<file path="config.mk">
export PLATFORM = sky130hd
export DESIGN_NAME = crcfc_frame
export DESIGN_NICKNAME = d
export VERILOG_FILES = /design/src/design/crcfc_pkg.sv /design/src/design/crcfc_crc_byte.sv /design/src/design/crcfc_frame.sv
export SDC_FILE = /design/constraint.sdc
export NUM_CORES = 1
export LEC_CHECK = 0
export ABC_CLOCK_PERIOD_IN_PS = 4750
export BUFFER_PORTS_ARGS = -buffer_cell sky130_fd_sc_hd__clkbuf_2
export CAP_MARGIN = 40
export CORE_MARGIN = 2
export CORE_UTILIZATION = 34
export CTS_BUF_LIST = sky130_fd_sc_hd__clkbuf_4
export CTS_CLUSTER_DIAMETER = 50
export DETAILED_ROUTE_END_ITERATION = 6
export GPL_ROUTABILITY_DRIVEN = 0
export PLACE_DENSITY_LB_ADDON = 0.15
export SLEW_MARGIN = 20
export SYNTH_ARGS = -nofsm -noshare
export SYNTH_HDL_FRONTEND = slang
export SYNTH_SLANG_ARGS = --single-unit
</file>
<file path="constraint.sdc">
create_clock -name clk_i -period 4.75 [get_ports clk_i]
set_input_delay 0.95 -clock clk_i [delete_from_list [all_inputs] [get_ports clk_i]]
set_output_delay 0.95 -clock clk_i [all_outputs]
set_load 0.005 [all_outputs]
</file>
<file path="src/design/crcfc_pkg.sv">
// Shared types and constants for the CRC-16 response frame checker.
// No dependencies; used by every module of the block.
`timescale 1ns / 1ps

package crcfc_pkg;

  localparam int unsigned MAX_FRAME_DEF = 256;

  localparam logic [15:0] CRC_INIT = 16'hFFFF;
  localparam logic [15:0] CRC_POLY = 16'hA001;
  localparam logic [7:0]  START_BYTE_RST = 8'hAA;

  localparam logic [8:0]  LEN_SAT = 9'd511;

  typedef enum logic [2:0] {
    ST_OK        = 3'd0,
    ST_SHORT     = 3'd1,
    ST_BAD_START = 3'd2,
    ST_CRC_ERR   = 3'd3,
    ST_DEV_ERR   = 3'd4,
    ST_OVERFLOW  = 3'd5
  } status_e;

  typedef struct packed {
    logic [7:0] rx_byte;
    logic       frame_end;
  } rx_item_t;

  typedef struct packed {
    status_e    status;
    logic [8:0] frame_length;
    logic [7:0] command_echo;
    logic [7:0] failed_command;
    logic [7:0] error_code;
  } status_item_t;

endpackage

</file>
<file path="src/design/crcfc_crc_byte.sv">
// One-byte update of the reflected CRC-16 (polynomial 0xA001), unrolled.
// Depends on crcfc_pkg.
`timescale 1ns / 1ps

module crcfc_crc_byte (
  input  logic [15:0] crc_i,
  input  logic [7:0]  data_i,
  output logic [15:0] crc_o
);

  always_comb begin
    logic [15:0] acc;
    acc = crc_i ^ {8'h00, data_i};
    for (int k = 0; k < 8; k++) begin
      if (acc[0]) begin
        acc = (acc >> 1) ^ crcfc_pkg::CRC_POLY;
      end else begin
        acc = acc >> 1;
      end
    end
    crc_o = acc;
  end

endmodule

</file>
<file path="src/design/crcfc_frame.sv">
// Per-frame state (running CRC, byte count, delay line, leading bytes)
// and the end-of-frame status decision. Depends on crcfc_pkg, crcfc_crc_byte.
`timescale 1ns / 1ps

module crcfc_frame #(
  parameter int unsigned MaxFrame = crcfc_pkg::MAX_FRAME_DEF
) (
  input  logic                    clk_i,
  input  logic                    rst_ni,
  input  logic                    step_i,
  input  crcfc_pkg::rx_item_t     item_i,
  input  logic [7:0]              start_byte_i,
  output crcfc_pkg::status_item_t result_o
);

  localparam int unsigned CntW = $clog2(MaxFrame + 1);
  localparam int unsigned CmpW = CntW + 9;

  logic [15:0]      crc_q, crc_d, crc_fed;
  logic [CntW-1:0]  count_q, count_d;
  logic [1:0][7:0]  dline_q, dline_d;
  logic [3:0][7:0]  lead_q, lead_d;
  logic             ovf_q, ovf_d;
  logic             at_max;
  logic [15:0]      sent_crc;
  logic [CmpW-1:0]  len_wide;
  crcfc_pkg::status_e status;

  crcfc_crc_byte u_crc_byte (
    .crc_i  (crc_q),
    .data_i (dline_q[0]),
    .crc_o  (crc_fed)
  );

  assign at_max = (count_q == CntW'(MaxFrame));

  always_comb begin
    crc_d   = (count_q >= CntW'(2)) ? crc_fed : crc_q;
    dline_d = {item_i.rx_byte, dline_q[1]};
    lead_d  = lead_q;
    if (count_q < CntW'(4)) begin
      lead_d[count_q[1:0]] = item_i.rx_byte;
    end
    ovf_d   = ovf_q | at_max;
    count_d = at_max ? count_q : count_q + CntW'(1);
  end

  // received CRC travels low byte first
  assign sent_crc = {dline_d[1], dline_d[0]};
  assign len_wide = {9'd0, count_d};

  always_comb begin
    if (count_d < CntW'(4)) begin
      status = crcfc_pkg::ST_SHORT;
    end else if (ovf_d) begin
      status = crcfc_pkg::ST_OVERFLOW;
    end else if (lead_d[0] != start_byte_i) begin
      status = crcfc_pkg::ST_BAD_START;
    end else if (sent_crc != crc_d) begin
      status = crcfc_pkg::ST_CRC_ERR;
    end else if (lead_d[1] == 8'h00) begin
      status = crcfc_pkg::ST_DEV_ERR;
    end else begin
      status = crcfc_pkg::ST_OK;
    end
  end

  always_comb begin
    result_o.status       = status;
    result_o.frame_length = (len_wide > CmpW'(crcfc_pkg::LEN_SAT)) ?
                            crcfc_pkg::LEN_SAT : len_wide[8:0];
    result_o.command_echo = lead_d[1];
    if (status == crcfc_pkg::ST_DEV_ERR) begin
      result_o.failed_command = lead_d[2];
      result_o.error_code     = lead_d[3];
    end else begin
      result_o.failed_command = 8'h00;
      result_o.error_code     = 8'h00;
    end
  end

  always_ff @(posedge clk_i or negedge rst_ni) begin
    if (!rst_ni) begin
      crc_q   <= crcfc_pkg::CRC_INIT;
      count_q <= '0;
      dline_q <= '0;
      lead_q  <= '0;
      ovf_q   <= 1'b0;
    end else if (step_i) begin
      if (item_i.frame_end) begin
        // drop all per-frame state once the status is out
        crc_q   <= crcfc_pkg::CRC_INIT;
        count_q <= '0;
        dline_q <= '0;
        lead_q  <= '0;
        ovf_q   <= 1'b0;
      end else begin
        crc_q   <= crc_d;
        count_q <= count_d;
        dline_q <= dline_d;
        lead_q  <= lead_d;
        ovf_q   <= ovf_d;
      end
    end
  end

endmodule

</file>
Word-level counts from Yosys, hierarchy flattened
Cells that the tools add are included.

storage, ports and cells
  flip-flop bits (word level) = 74
  latch bits = 0
  memory bits (writable) = 0
  bits in read-only memories = 0
  output and inout port bits = 36
  memories kept = 0

operators by class
  add/subtract/negate cells = 1
  multiply operators = 0
  divide/modulo/power cells = 0
  order comparisons = 6
  equal/unequal tests = 4
  shifts and indexed selects = 0
  mux-type cells = 26
  bitwise gates (word level) = 10
  reductions and logical operators = 2

operator list
  cell                 number
  $mux 16              12
  $mux 32              2
  $bwmux 32            1
  $mux 9               3
  $not 2->3            8
  $lt 9x3->1 const B   2
  $demux 8 s2          1
  $ne 16x16->1         1
  $xor 16x8->16        1
  $mux 3               5
  $add 9x1->9 const B  1
  $eq 9x9->1 const B   1
  $ge 9x2->1 const B   1
  $gt 9x9->1 const B   1
  $logic_not 8->1      1
  $mux 8               1
  $ne 8x8->1           1
  $eq 3x3->1 const B   1
  $lt 2x3->1 const B   1
  $ge 2x1->1 const B   1
  $logic_and 1x1->1    1
  $mux 1               1
  $or 1x1->1           1

Logic depth before layout (Yosys ltp)
  depth after elaboration = 25
  depth in mapped cells = 14
  depth with buffers taken out = 10

Modules after synthesis
A second synthesis with hierarchy kept.

second synthesis, totals
  cells, all modules = 467
  area total of the unflattened synthesis = 4,593.2 µm²

by module, submodules not included
  module          instances  cells an instance  area each (µm²)
  crcfc_frame     1          438                4,309.1
  crcfc_crc_byte  1          29                 284.0

Least setup slack after synthesis
OpenSTA, ideal clock, no wires.

  path kind = register to output
  start = register count_q[0]
  end = output result_o[10] (netlist bit)
  data arrival time = 2.883 ns
  required time = 3.800 ns
  slack = 0.917 ns
  stages on the path, launching flop included = 14
  buffers on the path = 3
  cells stage by stage = dfrtp_1 > inv_1 > ha_1 > or4b_1 > buf_2 > buf_6 > o31ai_2 > and3_1 > o22ai_1 > nor4_2 > and2_1 > nand4_4 > buf_6 > nor3_2

RTL lines
  item                      line               source
  start: declaration        crcfc_frame.sv:20  logic [CntW-1:0] count_q, count_d;
  start signal: assignment  crcfc_frame.sv:99  count_q <= count_d;
  end: declaration          crcfc_frame.sv:13  output crcfc_pkg::status_item_t result_o

==> flow_summary.html <==
<table>
<tr><th>Metric</th><th>Value</th></tr>
<tr><th colspan="2">Outcome</th></tr>
<tr><td>Result of the run</td><td>finished, final reports clean</td></tr>
<tr><th colspan="2">Critical path</th></tr>
<tr><td>Top cell family by delay on the critical path</td><td>simple AND/OR/NAND/NOR gates</td></tr>
<tr><td>Type of the setup path with the least slack</td><td>reg2out</td></tr>
<tr><td>Reg2reg path depth</td><td>9</td></tr>
<tr><td>Critical path launch point type</td><td>flip-flop</td></tr>
<tr><td>Source of the worst register-to-register timing path</td><td>count_q[3]$_DFFE_PN0P_</td></tr>
<tr><td>Critical path buffer and inverter count</td><td>3</td></tr>
<tr><td>Data required time at the worst endpoint</td><td>3.80 ns</td></tr>
<tr><td>Crit-path cells</td><td>buf_4 -&gt; or4_4 -&gt; o31ai_2 -&gt; nand3_1 -&gt; a22oi_1 -&gt; nand4_1 -&gt; nor4_4 -&gt; nand4_4 -&gt; buf_12 -&gt; nor3_1 -&gt; clkbuf_2</td></tr>
<tr><td>Endpoint class of the critical path</td><td>output port</td></tr>
<tr><td>Arrival @ worst endpoint</td><td>about 3.6 ns</td></tr>
<tr><td>Maximum fanout along the worst path</td><td>10</td></tr>
<tr><td>Crit path largest cell delay</td><td>approximately 0.54 ns</td></tr>
<tr><td>Slowest cell on the critical path</td><td>sky130_fd_sc_hd__or4_4</td></tr>
<tr><td>Setup crit start</td><td>count_q[3]$_DFFE_PN0P_</td></tr>
<tr><td>Capturing point of the worst reg2reg path</td><td>lead_q[23]$_DFFE_PN0P_</td></tr>
<tr><td>Reg-to-reg slack, setup</td><td>2.12 ns</td></tr>
<tr><th colspan="2">Global route</th></tr>
<tr><td>Overflow after GRT</td><td>0</td></tr>
<tr><td>First-pass GRT wire length</td><td>between 20 and 25 mm</td></tr>
<tr><td>Initial antenna violation count</td><td>0</td></tr>
<tr><td>Largest net degree at the start of global routing</td><td>49</td></tr>
<tr><td>Via count of the first global-routing pass</td><td>3,765</td></tr>
<tr><td>Global-route usage over all layers</td><td>19.6%</td></tr>
<tr><th colspan="2">Synth</th></tr>
<tr><td>Main combinational cell family by area after synthesis</td><td>simple AND/OR/NAND/NOR gates</td></tr>
<tr><td>Most frequently used flop master after synthesis</td><td>sky130_fd_sc_hd__dfrtp_1</td></tr>
<tr><td>Seq cells post-synth</td><td>74</td></tr>
<tr><td>Cells after Synth</td><td>487</td></tr>
<tr><td>Async SR Flop Fraction</td><td>100%</td></tr>
<tr><td>Average instance area after synthesis</td><td>9.49 um2</td></tr>
<tr><td>Adder and majority gate portion of the synthesized area</td><td>1.08%</td></tr>
<tr><td>Syn Nets</td><td>511</td></tr>
<tr><td>Most frequent cells after synthesis</td><td>58 x sky130_fd_sc_hd__dfrtp_1, 48 x sky130_fd_sc_hd__nand2_1, 46 x sky130_fd_sc_hd__o21ai_0</td></tr>
<tr><td>Fraction of synthesized cell area taken by the top area cell type</td><td>about a third</td></tr>
<tr><td>Count of cell types in the netlist</td><td>52</td></tr>
<tr><td>Compound-cell area share of the yosys netlist</td><td>18.0%</td></tr>
<tr><td>Simple-gate portion of the synthesized area</td><td>19.6%</td></tr>
<tr><td>Mux contribution to synthesized area</td><td>6.18%</td></tr>
<tr><td>Count of flip-flops with a built-in enable after synthesis</td><td>0</td></tr>
<tr><td>Post-synthesis share of cell area spent on xor and xnor gates</td><td>9.34%</td></tr>
<tr><td>Largest area contributor in the synthesized netlist</td><td>sky130_fd_sc_hd__dfrtp_1</td></tr>
<tr><td>Share of the yosys chip area belonging to registers</td><td>about two fifths</td></tr>
<tr><td>Count leader, synth</td><td>sky130_fd_sc_hd__dfrtp_1</td></tr>
<tr><td>Cell area after synthesis</td><td>around 0.0046 mm2</td></tr>
<tr><td>Yosys warnings</td><td>0</td></tr>
<tr><td>Cell types occupying the most area after synthesis</td><td>sky130_fd_sc_hd__dfrtp_1 31%, sky130_fd_sc_hd__dfstp_2 9.1%, sky130_fd_sc_hd__mux2i_1 5.2%</td></tr>
<tr><th colspan="2">Drt</th></tr>
<tr><td>Total number of vias</td><td>approximately 3.9k</td></tr>
<tr><td>DRC violation count after routing</td><td>0</td></tr>
<tr><td>DRT iter0 DRCs</td><td>between 150 and 200</td></tr>
<tr><td>First drt pass iteration count</td><td>5</td></tr>
<tr><td>DRT antenna net count</td><td>0</td></tr>
<tr><td>Via density per instance</td><td>roughly 5.4</td></tr>
<tr><td>Detailed-route wire length</td><td>13.8 mm</td></tr>
<tr><td>Post-detailed-route wirelength per cell</td><td>~19 um</td></tr>
<tr><th colspan="2">Die</th></tr>
<tr><td>Standard-cell rows</td><td>42</td></tr>
<tr><td>Num ports</td><td>56</td></tr>
<tr><td>Initial Util</td><td>a little over a third</td></tr>
<tr><td>Vertical die dimension</td><td>between 100 and 150 um</td></tr>
<tr><td>Die footprint</td><td>between 0.01 and 0.015 mm2</td></tr>
<tr><td>Core area</td><td>~0.013 mm2</td></tr>
<tr><td>Overall die width</td><td>121 um</td></tr>
<tr><th colspan="2">Place</th></tr>
<tr><td>Placed standard-cell area</td><td>between 0.005 and 0.006 mm2</td></tr>
<tr><td>DP HPWL</td><td>between 9 and 10 mm</td></tr>
<tr><td>Number of port buffers</td><td>55</td></tr>
<tr><td>Instance count after placement with tap cells included</td><td>700</td></tr>
<tr><th colspan="2">CTS</th></tr>
<tr><td>Source-to-sink clock delay at the later pin of the worst-skew pair</td><td>around 0.44 ns</td></tr>
<tr><td>H-tree lvl count</td><td>3</td></tr>
<tr><td>Clock transition at the register clock pins on the worst setup and hold paths after CTS</td><td>0.13 ns</td></tr>
<tr><td>Maximum clock insertion buffer count</td><td>2</td></tr>
<tr><td>CTS tree</td><td>yes</td></tr>
<tr><td>TritonCTS buffer count</td><td>9</td></tr>
<tr><td>Clock Tree Root</td><td>sky130_fd_sc_hd__clkbuf_4</td></tr>
<tr><td>Post-CTS Hold Buffers</td><td>0</td></tr>
<tr><td>Number of sinks handled by clock tree synthesis</td><td>74</td></tr>
<tr><th colspan="2">Final layout</th></tr>
<tr><td>Final Cell Area</td><td>around 0.0054 mm2</td></tr>
<tr><td>Util after Layout</td><td>41.0%</td></tr>
<tr><td>Layout net count</td><td>between 500 and 600</td></tr>
<tr><td>Area of the multi-input gates</td><td>around 0.0026 mm2</td></tr>
<tr><td>Number of fill cells</td><td>1,325</td></tr>
<tr><td>Finished Layout Cells</td><td>725</td></tr>
<tr><td>Sequential cell area</td><td>~0.0019 mm2</td></tr>
<tr><td>Area growth syn-to-layout</td><td>17.7%</td></tr>
<tr><td>Count of inserted antenna diode cells</td><td>0</td></tr>
<tr><td>Fraction of layout cells with a size suffix above 1</td><td>approximately a quarter</td></tr>
<tr><th colspan="2">Power and ir drop</th></tr>
<tr><td>Power density relative to cell area</td><td>between 300 and 400 mW/mm2</td></tr>
<tr><td>P_leak</td><td>around 0.0024 uW</td></tr>
<tr><td>IR drop worst, VDD</td><td>roughly 180 uV</td></tr>
<tr><th colspan="2">Timing</th></tr>
<tr><td>Transition at the pin with the smallest max-transition slack</td><td>around 0.7 ns</td></tr>
<tr><td>Maximum achievable frequency</td><td>0.219 GHz</td></tr>
<tr><td>Final-report max-slew violation count</td><td>0</td></tr>
<tr><td>Max_slew headroom</td><td>around 53%</td></tr>
<tr><td>Final total negative setup slack</td><td>0 ns</td></tr>
<tr><td>Hold Vio Cnt, Final</td><td>0</td></tr>
<tr><td>Final critical-path share of the clock period</td><td>about 96%</td></tr>
<tr><td>Final period demand of the worst path</td><td>around 4.6 ns</td></tr>
<tr><td>Total of endpoints with negative setup slack in the final report</td><td>0</td></tr>
<tr><td>Clock skew</td><td>0.00936 ns</td></tr>
<tr><th colspan="2">Flow run</th></tr>
<tr><td>MaxCap Viol Count</td><td>0</td></tr>
<tr><th colspan="2">Worst hold path</th></tr>
<tr><td>Type of the tightest min-delay check</td><td>in2async</td></tr>
</table>
[area by class of cell]
| class | count | area share, % |
|---|---|---|
| flip-flops and latches | 74 | 34.5 |
| repair buffers | 76 | 8.84 |
| multi-input cells | 360 | 47.7 |
| well taps | 176 | 4.05 |
| inverters | 23 | 1.59 |
| clock inverters | 6 | 1.93 |
| clock buffers | 10 | 1.38 |
[how the worst max path moves through the flow]
stage	end	slack, ns	depth (start not counted)
after detailed placement	result_o[4]	0.21	11
after global placement	result_o[15]	0.39	11
after floorplan	result_o[10]	0.92	13
after CTS	result_o[15]	0.03	12
final	result_o[4]	0.18	11
after global routing	result_o[15]	-0.03	12
[worst reg2reg max path: stages, from the launching register on]
cell and delay (ns):
sky130_fd_sc_hd__dfrtp_1 0.51, sky130_fd_sc_hd__buf_4 0.21, sky130_fd_sc_hd__or4_4 0.54, sky130_fd_sc_hd__nor2_1 0.18, sky130_fd_sc_hd__nand2_1 0.37, sky130_fd_sc_hd__inv_1 0.19, sky130_fd_sc_hd__nand2_1 0.18, sky130_fd_sc_hd__nor2_1 0.17
sky130_fd_sc_hd__a21oi_1 0.06, sky130_fd_sc_hd__o2bb2ai_1 0.15
[sequential cells by signal, summed over array words and instances, names as in the netlist]
| signal | flops |
|---|---|
| dline_d | 8 |
| count_q | 9 |
| ovf_q | 1 |
| lead_q | 32 |
| dline_q | 8 |
| crc_q | 16 |
[power breakdown]
group | internal, uW | switching [uW]
clock | 269 | 241
combinational | 365 | 462
sequential | 730 | 68.0
total | 1360 | 771
[repair_timing]
action	4_1_cts	5_1_grt
gates cloned	0	1
endpoints found under the setup margin	17	17
buffers inserted	4	4
gates resized for setup	1	17
pin swaps	1	3
[kinds of logic after synthesis]
group / after synthesis
compound gates: 128
fa+ha+maj: 4
buf+inv: 54
flops: 74
xor+xnor: 43
mux: 28
simple gates: 156
[layout by cell type (no fill, tap or decap), drive strengths merged, types with 2 or more instances in the layout]
cell type  count
clkbuf        64
o21a           4
or4b           2
o22a          10
a21oi         22
ha             4
and3           6
mux2i         24
a22o          13
o32a           3
nand2b        10
o22ai          4
dfstp         16
buf           22
xor2          18
a22oi          2
and2           3
or3            2
xnor2         21
nand4         10
a21o           2
o31a           4
inv           23
nor4          12
mux2           4
nor3          25
xnor3          4
nand3          7
clkinv         2
o21ai         50
bufinv         3
nand2         48
dfrtp         58
nand3b         7
o31ai         11
nor2          22
[metal layers]
metal  vias to the layer above  global-route usage, %  share of wire, %
met2                        89                   29.7                46
met1                      1925                   27.9                48
met4                         0                   8.87               2.3
met3                        21                   2.69               4.0
li1                       1864                      -                 -
met5                         -                      0                 0
[metrics by stage]
step	hold WS, ns	setup WS [ns]	power [uW]
3_5_place_dp	0.472	0.214	1580
4_1_cts	0.419	0.0323	2100
3_3_place_gp	0.463	0.391	1570
6_report	0.425	0.185	2130
2_1_floorplan	0.450	0.917	1380
5_1_grt	0.416	-0.0314	2260
(Power assumes the default switching activity.)
